===== src/hw/rtl/hxld_pkg.sv =====
// Shared types and character constants for the hex text memory loader.
package hxld_pkg;

  localparam int unsigned CFG_INDEX_W = 1;
  localparam int unsigned CFG_DATA_W  = 17;

  localparam logic [CFG_INDEX_W-1:0] CFG_WINDOW_BASE = 1'd0;
  localparam logic [CFG_INDEX_W-1:0] CFG_WINDOW_SIZE = 1'd1;

  localparam logic [15:0] WINDOW_BASE_RST = 16'd0;
  localparam logic [16:0] WINDOW_SIZE_RST = 17'd49152;

  localparam logic [7:0] CH_DOT     = 8'h2e;
  localparam logic [7:0] CH_EQUAL   = 8'h3d;
  localparam logic [7:0] CH_PERCENT = 8'h25;
  localparam logic [7:0] CH_S       = 8'h73;
  localparam logic [7:0] CH_G       = 8'h67;
  localparam logic [7:0] CH_COMMA   = 8'h2c;
  localparam logic [7:0] CH_BANG    = 8'h21;
  localparam logic [7:0] CH_SPACE   = 8'h20;
  localparam logic [7:0] CH_TAB     = 8'h09;
  localparam logic [7:0] CH_LF      = 8'h0a;
  localparam logic [7:0] CH_CR      = 8'h0d;
  localparam logic [7:0] CH_0       = 8'h30;
  localparam logic [7:0] CH_9       = 8'h39;
  localparam logic [7:0] CH_UA      = 8'h41;
  localparam logic [7:0] CH_UF      = 8'h46;
  localparam logic [7:0] CASE_MASK  = 8'hdf;

  typedef enum logic [1:0] {
    KIND_DATA  = 2'd0,
    KIND_ADDR  = 2'd1,
    KIND_BREAK = 2'd2
  } kind_t;

  typedef struct packed {
    logic       is_dot;
    logic       is_space;
    logic       is_hex;
    logic [3:0] digit;
    logic       is_bang;
    logic       is_s;
    logic       is_g;
    logic       is_comma;
    logic       is_equal;
    logic       is_percent;
  } char_class_t;

endpackage


===== src/hw/rtl/hex_text_memory_loader.sv =====
// Top level of the hex text memory loader: parse state and result register.
//
//  channel | direction | handshake            | payload
//  in      | input     | in_valid / in_ready  | in_rx_byte
//  out     | output    | out_valid / out_ready| write, clear, dump and status fields
//  cfg     | input     | cfg_valid / cfg_ready| cfg_index, cfg_data
//
// One byte per cycle while the output is not stalled; each accepted byte
// yields one word in the result register in the next cycle. in_ready is high
// while the result register is empty or being taken, so a stalled output holds the input only.
// rst_n is synchronous; it clears the parse state and restores the window.
// cfg_ready is always high.
module hex_text_memory_loader #(
  parameter int unsigned ADDRESS_BITS = 16
) (
  input  logic                              clk,
  input  logic                              rst_n,
  input  logic                              in_valid,
  output logic                              in_ready,
  input  logic [7:0]                        in_rx_byte,
  output logic                              out_valid,
  input  logic                              out_ready,
  output logic                              out_write_valid,
  output logic [15:0]                       out_write_address,
  output logic [15:0]                       out_write_word,
  output logic                              out_clear_request,
  output logic                              out_dump_request,
  output logic                              out_finished,
  output logic                              out_step_mode,
  output logic [15:0]                       out_break_value,
  input  logic                              cfg_valid,
  output logic                              cfg_ready,
  input  logic [hxld_pkg::CFG_INDEX_W-1:0]  cfg_index,
  input  logic [hxld_pkg::CFG_DATA_W-1:0]   cfg_data
);

  localparam int unsigned CW = (ADDRESS_BITS > 17) ? ADDRESS_BITS + 1 : 18;

  hxld_pkg::char_class_t cls;

  logic [1:0]              dot_run_r, dot_run_nxt;
  logic                    in_number_r, in_number_nxt;
  hxld_pkg::kind_t         kind_r, kind_nxt;
  logic [15:0]             acc_r, acc_nxt;
  logic [ADDRESS_BITS-1:0] load_addr_r, load_addr_nxt;
  logic [ADDRESS_BITS-1:0] break_r, break_nxt;
  logic                    any_written_r, any_written_nxt;
  logic                    done_r, done_nxt;
  logic                    step_r, step_nxt;
  logic [15:0]             window_base_r;
  logic [16:0]             window_size_r;

  logic                    out_valid_r;
  logic                    wr_valid_r, wr_valid_nxt;
  logic [15:0]             wr_addr_r, wr_addr_nxt;
  logic [15:0]             wr_word_r, wr_word_nxt;
  logic                    clear_r, clear_nxt;
  logic                    dump_r, dump_nxt;

  logic                    accept;
  logic                    end_num;
  hxld_pkg::kind_t         end_kind;
  logic [15:0]             end_acc;
  logic [CW-1:0]           addr_ext, base_ext, top_ext, acc_ext, break_ext;
  logic                    in_window;
  logic [1:0]              dot_inc;

  hxld_char_class u_class (
    .rx_byte (in_rx_byte),
    .cls     (cls)
  );

  assign accept    = in_valid && in_ready;
  assign in_ready  = !out_valid_r || out_ready;
  assign cfg_ready = 1'b1;

  assign addr_ext  = {{(CW-ADDRESS_BITS){1'b0}}, load_addr_r};
  assign base_ext  = {{(CW-16){1'b0}}, window_base_r};
  assign top_ext   = base_ext + {{(CW-17){1'b0}}, window_size_r};
  assign in_window = (addr_ext >= base_ext) && (addr_ext < top_ext);
  assign dot_inc   = dot_run_r + 2'd1;

  always_comb begin
    dot_run_nxt     = dot_run_r;
    in_number_nxt   = in_number_r;
    kind_nxt        = kind_r;
    acc_nxt         = acc_r;
    load_addr_nxt   = load_addr_r;
    break_nxt       = break_r;
    any_written_nxt = any_written_r;
    done_nxt        = done_r;
    step_nxt        = step_r;
    wr_valid_nxt    = 1'b0;
    wr_addr_nxt     = 16'd0;
    wr_word_nxt     = 16'd0;
    clear_nxt       = 1'b0;
    dump_nxt        = 1'b0;
    end_num         = 1'b0;
    end_kind        = kind_r;
    end_acc         = acc_r;

    if (!done_r) begin
      if (cls.is_dot) begin
        dot_run_nxt = dot_inc;
        if (dot_inc == 2'd3) begin
          done_nxt      = 1'b1;
          in_number_nxt = 1'b0;
          dot_run_nxt   = 2'd0;
        end
      end else begin
        dot_run_nxt = 2'd0;
        if (in_number_r) begin
          if (cls.is_hex) begin
            acc_nxt = {acc_r[11:0], cls.digit};
          end else begin
            end_num = 1'b1;
          end
        end else if (cls.is_space) begin
          dot_run_nxt = 2'd0;
        end else if (cls.is_bang && any_written_r) begin
          dump_nxt = 1'b1;
        end else if (cls.is_s) begin
          step_nxt = 1'b1;
          done_nxt = 1'b1;
        end else if (cls.is_g) begin
          step_nxt = 1'b0;
          done_nxt = 1'b1;
        end else if (cls.is_comma) begin
          clear_nxt = 1'b1;
        end else if (cls.is_equal || cls.is_percent) begin
          in_number_nxt = 1'b1;
          kind_nxt      = cls.is_equal ? hxld_pkg::KIND_ADDR : hxld_pkg::KIND_BREAK;
          acc_nxt       = 16'd0;
        end else begin
          kind_nxt = hxld_pkg::KIND_DATA;
          if (cls.is_hex) begin
            in_number_nxt = 1'b1;
            acc_nxt       = {12'd0, cls.digit};
          end else begin
            acc_nxt  = 16'd0;
            end_num  = 1'b1;
            end_kind = hxld_pkg::KIND_DATA;
            end_acc  = 16'd0;
          end
        end
      end
    end

    acc_ext = {{(CW-16){1'b0}}, end_acc};

    if (end_num) begin
      in_number_nxt = 1'b0;
      case (end_kind)
        hxld_pkg::KIND_ADDR: begin
          load_addr_nxt = acc_ext[ADDRESS_BITS-1:0];
        end
        hxld_pkg::KIND_BREAK: begin
          break_nxt = acc_ext[ADDRESS_BITS-1:0];
        end
        default: begin
          if (in_window) begin
            wr_valid_nxt    = 1'b1;
            wr_addr_nxt     = addr_ext[15:0];
            wr_word_nxt     = end_acc;
            load_addr_nxt   = load_addr_r + ADDRESS_BITS'(2);
            any_written_nxt = 1'b1;
          end
        end
      endcase
    end

    break_ext = {{(CW-ADDRESS_BITS){1'b0}}, break_nxt};
  end

  always_ff @(posedge clk) begin
    if (!rst_n) begin
      dot_run_r     <= 2'd0;
      in_number_r   <= 1'b0;
      kind_r        <= hxld_pkg::KIND_DATA;
      acc_r         <= 16'd0;
      load_addr_r   <= '0;
      break_r       <= '0;
      any_written_r <= 1'b0;
      done_r        <= 1'b0;
      step_r        <= 1'b0;
    end else if (accept) begin
      dot_run_r     <= dot_run_nxt;
      in_number_r   <= in_number_nxt;
      kind_r        <= kind_nxt;
      acc_r         <= acc_nxt;
      load_addr_r   <= load_addr_nxt;
      break_r       <= break_nxt;
      any_written_r <= any_written_nxt;
      done_r        <= done_nxt;
      step_r        <= step_nxt;
    end
  end

  always_ff @(posedge clk) begin
    if (!rst_n) begin
      window_base_r <= hxld_pkg::WINDOW_BASE_RST;
      window_size_r <= hxld_pkg::WINDOW_SIZE_RST;
    end else if (cfg_valid && cfg_ready) begin
      case (cfg_index)
        hxld_pkg::CFG_WINDOW_BASE: window_base_r <= cfg_data[15:0];
        hxld_pkg::CFG_WINDOW_SIZE: window_size_r <= cfg_data[16:0];
        default: ;
      endcase
    end
  end

  always_ff @(posedge clk) begin
    if (!rst_n) begin
      out_valid_r <= 1'b0;
    end else if (accept) begin
      out_valid_r <= 1'b1;
    end else if (out_ready) begin
      out_valid_r <= 1'b0;
    end
  end

  always_ff @(posedge clk) begin
    if (accept) begin
      wr_valid_r      <= wr_valid_nxt;
      wr_addr_r       <= wr_addr_nxt;
      wr_word_r       <= wr_word_nxt;
      clear_r         <= clear_nxt;
      dump_r          <= dump_nxt;
      out_finished    <= done_nxt;
      out_step_mode   <= step_nxt;
      out_break_value <= break_ext[15:0];
    end
  end

  assign out_valid         = out_valid_r;
  assign out_write_valid   = wr_valid_r;
  assign out_write_address = wr_addr_r;
  assign out_write_word    = wr_word_r;
  assign out_clear_request = clear_r;
  assign out_dump_request  = dump_r;

  // a write never lands on the word that ends the load
  a_write_not_finished: assert property (@(posedge clk) disable iff (!rst_n)
    out_valid_r && wr_valid_r |-> !out_finished)
    else $error("write issued on a finishing word");

  a_done_sticky: assert property (@(posedge clk) disable iff (!rst_n)
    done_r |=> done_r)
    else $error("load end flag dropped");

  a_idle_write_zero: assert property (@(posedge clk) disable iff (!rst_n)
    out_valid_r && !wr_valid_r |-> (wr_addr_r == 16'd0) && (wr_word_r == 16'd0))
    else $error("write fields not zero without a write");

  a_no_work_after_done: assert property (@(posedge clk) disable iff (!rst_n)
    accept && done_r |=> !wr_valid_r && !clear_r && !dump_r)
    else $error("request issued after load ended");

endmodule


===== src/hw/rtl/hxld_char_class.sv =====
// Character classifier: hex digit value and command character flags.
module hxld_char_class (
  input  logic [7:0]                rx_byte,
  output hxld_pkg::char_class_t     cls
);

  logic [7:0] upper;
  logic       is_dec;
  logic       is_alpha_hex;

  assign upper        = rx_byte & hxld_pkg::CASE_MASK;
  assign is_dec       = (rx_byte >= hxld_pkg::CH_0) && (rx_byte <= hxld_pkg::CH_9);
  assign is_alpha_hex = (upper >= hxld_pkg::CH_UA) && (upper <= hxld_pkg::CH_UF);

  always_comb begin
    cls            = '0;
    cls.is_dot     = (rx_byte == hxld_pkg::CH_DOT);
    cls.is_space   = (rx_byte == hxld_pkg::CH_SPACE) || (rx_byte == hxld_pkg::CH_TAB) ||
                     (rx_byte == hxld_pkg::CH_LF) || (rx_byte == hxld_pkg::CH_CR);
    cls.is_hex     = is_dec || is_alpha_hex;
    cls.is_bang    = (rx_byte == hxld_pkg::CH_BANG);
    cls.is_s       = (rx_byte == hxld_pkg::CH_S);
    cls.is_g       = (rx_byte == hxld_pkg::CH_G);
    cls.is_comma   = (rx_byte == hxld_pkg::CH_COMMA);
    cls.is_equal   = (rx_byte == hxld_pkg::CH_EQUAL);
    cls.is_percent = (rx_byte == hxld_pkg::CH_PERCENT);
    if (is_dec) begin
      cls.digit = rx_byte[3:0];
    end else if (is_alpha_hex) begin
      cls.digit = 4'(upper - hxld_pkg::CH_UA + 8'd10);
    end else begin
      cls.digit = 4'd0;
    end
  end

endmodule


===== config.mk =====
export PLATFORM = sky130hd
export DESIGN_NAME = hex_text_memory_loader
export DESIGN_NICKNAME = d
export VERILOG_FILES = /design/src/hw/rtl/hxld_pkg.sv /design/src/hw/rtl/hex_text_memory_loader.sv /design/src/hw/rtl/hxld_char_class.sv
export SDC_FILE = /design/constraint.sdc
export NUM_CORES = 1
export LEC_CHECK = 0
export BUFFER_PORTS_ARGS = -buffer_cell sky130_fd_sc_hd__buf_2
export CORE_AREA = 2 2 136 138
export DETAILED_ROUTE_END_ITERATION = 6
export DIE_AREA = 0 0 138 140
export PLACE_DENSITY = 0.73
export SYNTH_ARGS = -nofsm -noshare
export SYNTH_HDL_FRONTEND = slang
export SYNTH_SLANG_ARGS = --single-unit

===== constraint.sdc =====
create_clock -name clk -period 4.65 [get_ports clk]
set_input_delay 0.2325 -clock clk [delete_from_list [all_inputs] [get_ports clk]]
set_output_delay 0.2325 -clock clk [all_outputs]
set_load 0.02 [all_outputs]

==> results of run 1 <==
[metrics by stage]
step                hold WS (ps)  instance area, µm²  worst slack, ps
global placement           436.0                8427            414.6
global route               33.12                9026            28.85
finish                     37.34                9026            279.1
CTS                        25.87                9026            285.0
floorplan                  356.5                7861            795.2
detailed placement         448.6                8427            306.2
[routing by layer]
metal	vias up	part of all wire
met4	0	0.018
met2	178	0.46
li1	3246	-
met3	29	0.056
met1	3026	0.47
met5	-	0
[flip-flops by register name, summed over array words and instances, names as in the netlist, 16 cells and up]
register and count:
out_write_address 16, load_addr_r 16, out_break_value 16, window_base_r 16, break_r 16, out_write_word 16
window_size_r 17, acc_r 16
[layout make-up]
type / instances / area share
clock inverters: 14 / 0.01885
repair buffers: 92 / 0.05295
well taps: 229 / 0.03174
flip-flops and latches: 143 / 0.3759
clock buffers: 18 / 0.04755
multi-input cells: 633 / 0.4531
inverters: 47 / 0.01982
[layout by cell type (no fill, tap or decap), types with 18 or more instances in the layout]
cell type  count
nand2_1      118
dfxtp_1       90
buf_2         85
a21oi_1       71
nor2_1        69
ha_1          56
edfxtp_1      53
inv_1         44
nand3_1       37
o21ai_0       27
a31oi_1       18
and2_1        18
[worst max-delay path, stage by stage, from the launching register on]
cell and delay, ps:
dfxtp_1 350, ha_1 190, inv_1 60, fa_1 390, nor2b_1 170, o31ai_1 110
a21oi_1 250, a21oi_1 150, o21bai_1 140, a21oi_1 90, xor2_1 160, ha_1 300
nand4_1 80, or3_1 300, o22a_1 230, o41a_4 530, nand3_4 250, inv_4 150
and2_1 190
[kinds of logic after synthesis]
logic type / share of synthesized area
muxes: 0.03056
buffers and inverters: 0.04806
other: 0.0004770
AOI/OAI and AO/OA: 0.1681
xor gates and xnor gates: 0.01894
adders and majority gates: 0.09168
and+or+nand+nor: 0.2106
DFF: 0.4316
[path summary, 6_finish.rpt]
check        depth (start not counted)                            endpoint  slack, ps                     startpoint
min reg2reg                          2              kind_r[1]$_SDFFE_PN0P_        460         kind_r[1]$_SDFFE_PN0P_
max                                 18  out_write_address[4]$_SDFFCE_PP0P_        280  window_base_r[0]$_SDFFE_PN0P_
max reg2reg                         18  out_write_address[4]$_SDFFCE_PP0P_        280  window_base_r[0]$_SDFFE_PN0P_
min                                  3      window_size_r[14]$_SDFFE_PN1P_         40                   cfg_data[14]
[where the power goes]
group | internal [mW] | switching (mW) | leakage (nW)
registers | 1.34 | 0.0217 | 1.27
clock network | 0.810 | 0.569 | 0.288
logic | 0.108 | 0.225 | 2.07
==> flow_summary.ini, run 1 <==
[status]
status = finished clean

[layout]
drive_gt1_frac = 0.1890
area_growth_pct = 14.82
final_nets = 1022
utilization = 0.5077
regArea_mm2 = 0.003393
diodes = 0
instances_no_fill = 1176
nFillCells = 1683
multiInputGateArea_mm2 = 0.004090

[timing]
fmaxAchievable_ghz = 0.2288
clock_skew_ps = 8.247
drv_slew = 0
finalSetupViolCount = 0
final_period_minus_worst_setup_slack_ps = 4371
slew_headroom = 0.4235
hold_viol = 0
rsz0062_at_grt = false
min_period_over_period = 0.9400
worst_slew_pin_slew_ps = 861.6
tns_ps = 0

[die]
die-area_mm2 = 0.01932
placementRows = 49
die_y_um = 140
ios = 87
core_mm2 = 0.01778
die_width_um = 138
initial_core_util = 0.4422

[synth]
synth.avg_cell_area_um2 = 9.078
syn_inst = 866
ys_types = 77
synth_top_cell_by_area = dfxtp_1
async_reset_ff_frac = 0
yosysWarnings = 0
synth.most_common_cell = nand2_1
ys_seq_area_frac = 0.4316
synthesis.nets = 954
synth.top_cell.area_share = 0.2292
synth_common_cells = nand2_1 (118), dfxtp_1 (90), a21oi_1 (71)
synth-edff-count = 53
syn_area_mm2 = 0.007861
synth_ff_type = dfxtp_1
ys_top_cells_by_area = dfxtp_1 (23%), edfxtp_1 (20%), ha_1 (8.9%)
ys_seq_elements = 143

[clock_tree]
cts_root_buf = clkbuf_16
clock_path_buffers = 2
cts_setup_buffers = 0
path_clk_slew_ps = 60
cts_tree = done
cts_resized = 0
cts-buffers-inserted = 17
cts_hold_buf = 0
clock_latency_ps = 430
clock-sinks = 143
htreeDepth = 4

[global_route]
grt_max_degree = 53
antenna_found_initial = 0
grt_busiest_layer = met2
grt-ovfl-total = 0
met1_usage = 0.2475
use_met2 = 0.2981
grt_pass1_vias = 5963
gr-usage-met3 = 0.04376
track_usage = 0.1855
grt_pass1_wl_mm = 29.50

[power]
p_leak_nw = 3.623
irDropWorstVdd_mv = 0.2788
power.total_mw = 3.070
power_density_mw_per_mm2 = 340.1

[job]
drv_cap = 0

[critical_path]
cp-start-kind = register
path_max_fanout = 19
critPathCaptureType = register
cp_data_required_time_ps = 4830
worstPathArrival_ps = 4550
crit_type = reg2reg

[place]
gp_congestion = 0.9108
hpwl_mm = 12.94
place_inst = 1144
portBuffers = 85

[routing]
drtIter0Drc = 484
dr.pass1.iters = 5
routed-via-count = 6479
postRouteAntennaNets = 0
totalWireLength_mm = 18.13
drt-vias-per-instance = 5.509
drc = 0
wire_per_inst_um = 15.42

[min_path]
hp-class = in2reg
(Power assumes the default switching activity.)
==> inputs of run 2 (changes only) <==
--- a/config.mk
+++ b/config.mk
@@ -6,10 +6,10 @@
 export NUM_CORES = 1
 export LEC_CHECK = 0
 export BUFFER_PORTS_ARGS = -buffer_cell sky130_fd_sc_hd__buf_2
-export CORE_AREA = 2 2 136 138
+export CORE_AREA = 2 2 129 131
 export DETAILED_ROUTE_END_ITERATION = 6
-export DIE_AREA = 0 0 138 140
-export PLACE_DENSITY = 0.73
+export DIE_AREA = 0 0 131 133
+export PLACE_DENSITY = 0.81
 export SYNTH_ARGS = -nofsm -noshare
 export SYNTH_HDL_FRONTEND = slang
 export SYNTH_SLANG_ARGS = --single-unit
==> constraint.sdc (replaced) <==
create_clock -name clk -period 4 [get_ports clk]
set_input_delay 0.2 -clock clk [delete_from_list [all_inputs] [get_ports clk]]
set_output_delay 0.2 -clock clk [all_outputs]
set_load 0.02 [all_outputs]
==> flow_summary.ini, run 2 (same netlist as run 1, synthesis figures left out) <==
[status]
status = finished clean

[routing]
postRouteAntennaNets = 0
totalWireLength_mm = 18.51
dr.pass1.iters = 5
routed-via-count = 6609
drtIter0Drc = 605
drt-vias-per-instance = 5.625
wire_per_inst_um = 15.76
drc = 0

[clock_tree]
cts_tree = done
clock_path_buffers = 2
path_clk_slew_ps = 60
cts_root_buf = clkbuf_16
clock_latency_ps = 430
cts-buffers-inserted = 17
htreeDepth = 4
clock-sinks = 143

[layout]
largest_reg_flops = 17
instances_no_fill = 1175
drive_gt1_frac = 0.2157
area_growth_pct = 18.51
fin_area_mm2 = 0.009316
diodes = 0
final_nets = 1030
largest-register = window_size_r
final_common_cell = nand2_1
layout_common_cells = nand2_1 (118), dfxtp_1 (86), buf_2 (85)
nFillCells = 1385

[die]
die_y_um = 133
ios = 87
die-area_mm2 = 0.01742
placementRows = 47
initial_core_util = 0.4861
die_width_um = 131
core_mm2 = 0.01617

[min_path]
hp-class = in2reg

[global_route]
grt_pass1_vias = 6046
grt_max_degree = 45
track_usage = 0.2127
grt_pass1_wl_mm = 29.35
antenna_found_initial = 0
grt-ovfl-total = 0

[place]
hpwl_mm = 12.56
placed_area_mm2 = 0.008451
dp_slack_ps = -111.0
place_inst = 1138
portBuffers = 85
gp_congestion = 0.9192

[timing]
finalWorstSetupSlack_ps = 105.0
final_period_minus_worst_setup_slack_ps = 3895
hold_viol = 0
clock_skew_ps = 7.863
finalSetupViolCount = 0
min_period_over_period = 0.9737
fmaxAchievable_ghz = 0.2567
drv_slew = 0
worst_slew_pin_slew_ps = 1215
slew_headroom = 0.1884
rsz0062_at_grt = true

[power]
p_leak_nw = 3.727
pwr-share-seq = 0.423
p_switching_uw = 960.4
power_frac_clock = 0.463
p_int_mw = 2.771
irDropWorstVdd_mv = 0.3276
combPwrFrac = 0.113
power_density_mw_per_mm2 = 400.5
power.total_mw = 3.732
p_sw_frac = 0.2574

[critical_path]
path_max_fanout = 5
critical_path.slowest_cell = or4b_4
crit_chain = ha_4 -> inv_2 -> fa_2 -> nor2b_4 -> o31ai_4 -> a21oi_2 -> a21oi_2 -> o21bai_1 -> a21oi_1 -> xor2_1 -> ha_1 -> nand4_1 -> or3_1 -> o22a_1 -> or4b_4 -> buf_8 -> a31o_4 -> o31ai_4
cp_data_required_time_ps = 4350
slowest_delay_ps = 540
critPathCaptureType = register
crit_type = reg2reg
cp-start-kind = register
worstPathArrival_ps = 4250
rrSetupSlack_ps = 110

[job]
drv_cap = 0
[run 2: path summary, 6_finish.rpt]
kind,end,startpoint,depth (start not counted)
max,load_addr_r[14]$_SDFFE_PN0P_,window_size_r[0]$_SDFFE_PN0P_,18
min,window_size_r[2]$_SDFFE_PN0P_,cfg_data[2],3
max reg2reg,load_addr_r[14]$_SDFFE_PN0P_,window_size_r[0]$_SDFFE_PN0P_,18
min reg2reg,kind_r[0]$_SDFFE_PN0P_,kind_r[0]$_SDFFE_PN0P_,2
[run 2: stage by stage]
step             util  TNS [ps]  hold WS, ps
6_report       0.5761         0        7.646
5_1_grt        0.5761     -1100        10.15
4_1_cts        0.5666         0        2.254
3_5_place_dp   0.5226     -2433        434.2
3_3_place_gp   0.5226    -321.7        427.4
2_1_floorplan       -         0        324.0
[run 2: critical path, delay by kind of cell (launching register included)]
| kind | cells | cell delay (ps) |
|---|---|---|
| compound gates | 8 | 1140 |
| xor+xnor | 1 | 150 |
| fa+ha+maj | 3 | 830 |
| buf+inv | 2 | 210 |
| flops | 1 | 360 |
| simple gates | 4 | 1130 |
[run 2: layout make-up]
class	count	area (µm²)	area share
timing repair buffer	100	583.1	0.06258
clock inverter	14	217.7	0.02337
multi-input combinational	633	4229	0.4539
clock buffer	18	429.2	0.04607
tap	220	275.3	0.02955
sequential	143	3398	0.3648
inverter	47	183.9	0.01974
[run 2: power groups by stage]
stage	clock network, mW	registers, mW	logic, mW
final	1.73	1.58	0.422
after global routing	1.80	1.58	0.464
after CTS	1.74	1.58	0.405
after detailed placement	0	1.61	0.395
after global placement	0	1.61	0.388
after floorplan	0	1.64	0.244
[run 2: what timing repair did]
action / CTS / global route
gates cloned: 0 / 1
pin swaps: 2 / 14
endpoints found under the hold margin: 3 / 0
resized for setup: 8 / 29
endpoints found under the setup margin: 47 / 50
setup buffers: 0 / 1
hold buffers: 3 / 0
[run 2: layer usage]
layer,up-vias,track usage,wire [µm]
met5,-,0,0
met4,0,0.09693,568
met3,46,0.05135,1150
met2,270,0.3279,8617
met1,3045,0.2816,8178
li1,3248,-,-
==> inputs of run 3 (changes only) <==
--- a/config.mk
+++ b/config.mk
@@ -6,10 +6,12 @@
 export NUM_CORES = 1
 export LEC_CHECK = 0
 export BUFFER_PORTS_ARGS = -buffer_cell sky130_fd_sc_hd__buf_2
-export CORE_AREA = 2 2 129 131
+export CORE_AREA = 2 2 128 130
 export DETAILED_ROUTE_END_ITERATION = 6
-export DIE_AREA = 0 0 131 133
+export DIE_AREA = 0 0 130 132
 export PLACE_DENSITY = 0.81
+export SLEW_MARGIN = 40
 export SYNTH_ARGS = -nofsm -noshare
 export SYNTH_HDL_FRONTEND = slang
+export SYNTH_HIERARCHICAL = 1
 export SYNTH_SLANG_ARGS = --single-unit
==> flow_summary.ini, run 3 <==
[routing]
drt-vias-per-instance = 5.521
totalWireLength_mm = 17.96
wire_per_inst_um = 14.84
postRouteAntennaNets = 0
drc = 0
routed-via-count = 6681
dr.pass1.iters = 5
drtIter0Drc = 472

[layout]
area_growth_pct = 19.23
drive_gt1_frac = 0.1942
fin_area_mm2 = 0.009210
layout_common_cells = nand2_1 (157), nor2_1 (97), a21oi_1 (95)
final_nets = 1068
nFillCells = 1328
final_common_cell = nand2_1
largest_reg_flops = 17
diodes = 0
utilization = 0.5862
largest-register = window_size_r

[synth]
yosysWarnings = 6
syn_area_mm2 = 0.007725
ys_seq_elements = 143
synth_ff_type = dfxtp_1
synth_top_cell_by_area = dfxtp_1
synth.top_cell.area_share = 0.2332
synthesis.nets = 972
synth.avg_cell_area_um2 = 8.729
synth_common_cells = nand2_1 (157), nor2_1 (98), a21oi_1 (97)
synth-edff-count = 53
synth.most_common_cell = nand2_1
ys_top_cells_by_area = dfxtp_1 (23%), edfxtp_1 (21%), ha_1 (8.9%)
ys_types = 74
ys_seq_area_frac = 0.4393
async_reset_ff_frac = 0
syn_inst = 885

[global_route]
antenna_found_initial = 0
grt_pass1_wl_mm = 29.12
track_usage = 0.2117
grt_pass1_vias = 6144
grt-ovfl-total = 0
grt_max_degree = 56

[min_path]
hp-class = in2reg
hp-start = cfg_data[0]
hold_end = window_size_r[0]$_SDFFE_PN0P_
hold_depth = 3

[critical_path]
crit_chain = ha_4 -> inv_2 -> fa_2 -> nand2b_4 -> a21o_1 -> buf_6 -> a211oi_4 -> nor2_2 -> o21bai_1 -> a21oi_1 -> xor2_1 -> ha_1 -> and4_1 -> nand3_2 -> a21oi_2 -> a211o_1 -> a32oi_4 -> buf_4 -> buf_6 -> a2bb2oi_1 -> o32ai_1
reg2reg_from = window_size_r[0]$_SDFFE_PN0P_
worstPathArrival_ps = 4370
path_max_fanout = 4
critPathCaptureType = register
cp_data_required_time_ps = 4350
crit_type = reg2reg
critical_path.slowest_cell = fa_2
slowest_delay_ps = 360
crit_top_cell = buf_6
reg2regPathDepth = 21
cp-start-kind = register
r2r-end = load_addr_r[1]$_SDFFE_PN0P_
rrSetupSlack_ps = -20

[timing]
fmaxAchievable_ghz = 0.2485
finalSetupViolCount = 13
min_period_over_period = 1.006
slew_headroom = 0.5262
fin_hold_ws_ps = 5.824
tns_ps = -119.0
worst_slew_pin_slew_ps = 702.9
final_period_minus_worst_setup_slack_ps = 4024
hold_viol = 0
clock_skew_ps = 11.02
finalWorstSetupSlack_ps = -24.14
rsz0062_at_grt = true
drv_slew = 0

[die]
initial_core_util = 0.4916
die_width_um = 130
placementRows = 46
core_mm2 = 0.01571
ios = 87
die-area_mm2 = 0.01716
die_y_um = 132

[status]
violations = setup timing
status = finished, violations left

[clock_tree]
cts_tree = done
path_clk_slew_ps = 60
cts_root_buf = clkbuf_16
cts-buffers-inserted = 17
htreeDepth = 4
clock_path_buffers = 2
clock-sinks = 143
clock_latency_ps = 440

[place]
gp_congestion = 0.8896
placed_area_mm2 = 0.008468
portBuffers = 85
hpwl_mm = 12.36

[job]
drv_cap = 0

[power]
irDropWorstVdd_mv = 0.3561
power.total_mw = 3.522
p_leak_nw = 3.696
power_density_mw_per_mm2 = 382.4
run 3: cell types whose count changed after synthesis, moves of 9 or more:
| cell | change |
|---|---|
| a21oi_1 | +26 |
| a22oi_1 | -13 |
| a31oi_1 | -12 |
| and2_4 | -10 |
| mux2_2 | -15 |
| nand2_1 | +39 |
| nor2_1 | +29 |
| o32ai_1 | +9 |
run 3: cells by family (layout without fill, tap and decap cells):
group / Yosys count / after routing / synth area share
xor gates and xnor gates: 14 / 14 / 0.01587
buffers and inverters: 83 / 192 / 0.04438
adders and majority gates: 56 / 56 / 0.09167
and+or+nand+nor: 360 / 360 / 0.2096
muxes: 4 / 4 / 0.006641
AOI/OAI and AO/OA: 224 / 224 / 0.1921
other: 1 / 1 / 0.0004854
DFF: 143 / 143 / 0.4393
run 3: critical path: cells and delay by family (launching register included):
kind / cells / cell delay [ps]
AO/OA/AOI/OAI: 9 / 1680
XOR/XNOR: 1 / 150
AND/OR/NAND/NOR: 4 / 490
buffers and inverters: 4 / 430
adder cells (fa/ha/maj): 3 / 820
flip-flops: 1 / 350
run 3: layout make-up:
type | instances | area (µm²) | area share
multi-input combinational | 659 | 4095 | 0.4446
sequential | 143 | 3396 | 0.3687
timing repair buffer | 122 | 735.7 | 0.07988
clock buffer | 17 | 425.4 | 0.04619
tap | 216 | 270.3 | 0.02934
inverter | 38 | 147.6 | 0.01603
clock inverter | 15 | 140.1 | 0.01522
run 3: worst max-delay path by stage:
stage                                       end  slack [ps]  depth (start not counted)                     startpoint
floorplan           load_addr_r[8]$_SDFFE_PN0P_         110                         17  window_base_r[3]$_SDFFE_PN0P_
global placement    load_addr_r[8]$_SDFFE_PN0P_        -200                         19  window_base_r[0]$_SDFFE_PN0P_
detailed placement  load_addr_r[8]$_SDFFE_PN0P_        -290                         19  window_size_r[0]$_SDFFE_PN0P_
CTS                 load_addr_r[8]$_SDFFE_PN0P_         -30                         19  window_size_r[0]$_SDFFE_PN0P_
global route        load_addr_r[7]$_SDFFE_PN0P_        -180                         19  window_size_r[0]$_SDFFE_PN0P_
finish              load_addr_r[1]$_SDFFE_PN0P_         -20                         21  window_size_r[0]$_SDFFE_PN0P_
run 3: metal layers:
layer	vias to the layer above	wire length, µm	global-route usage
li1	3325	-	-
met1	3092	7782	0.2695
met2	226	8588	0.3397
met3	38	1145	0.05479
met4	0	439	0.08901
met5	-	0	0
run 3: through the flow:
stage	std cells	worst slack, ps
floorplan	885	106.5
global placement	1172	-195.1
detailed placement	1172	-292.2
CTS	1206	-32.09
global route	1210	-176.0
finish	1210	-24.14
run 3: timing repair:
item | 4_1_cts | 5_1_grt
hold buffers | 2 | 0
endpoints found under the setup margin | 50 | 50
resized for setup | 9 | 19
buffers inserted | 0 | 4
endpoints found under the hold margin | 2 | 0
pin swaps | 4 | 21
run 3: power breakdown:
group	total, mW	switching, mW	leakage (nW)	internal (mW)
Clock	1.52	0.690	0.277	0.825
Combinational	0.428	0.273	2.15	0.155
Sequential	1.58	0.0243	1.27	1.55
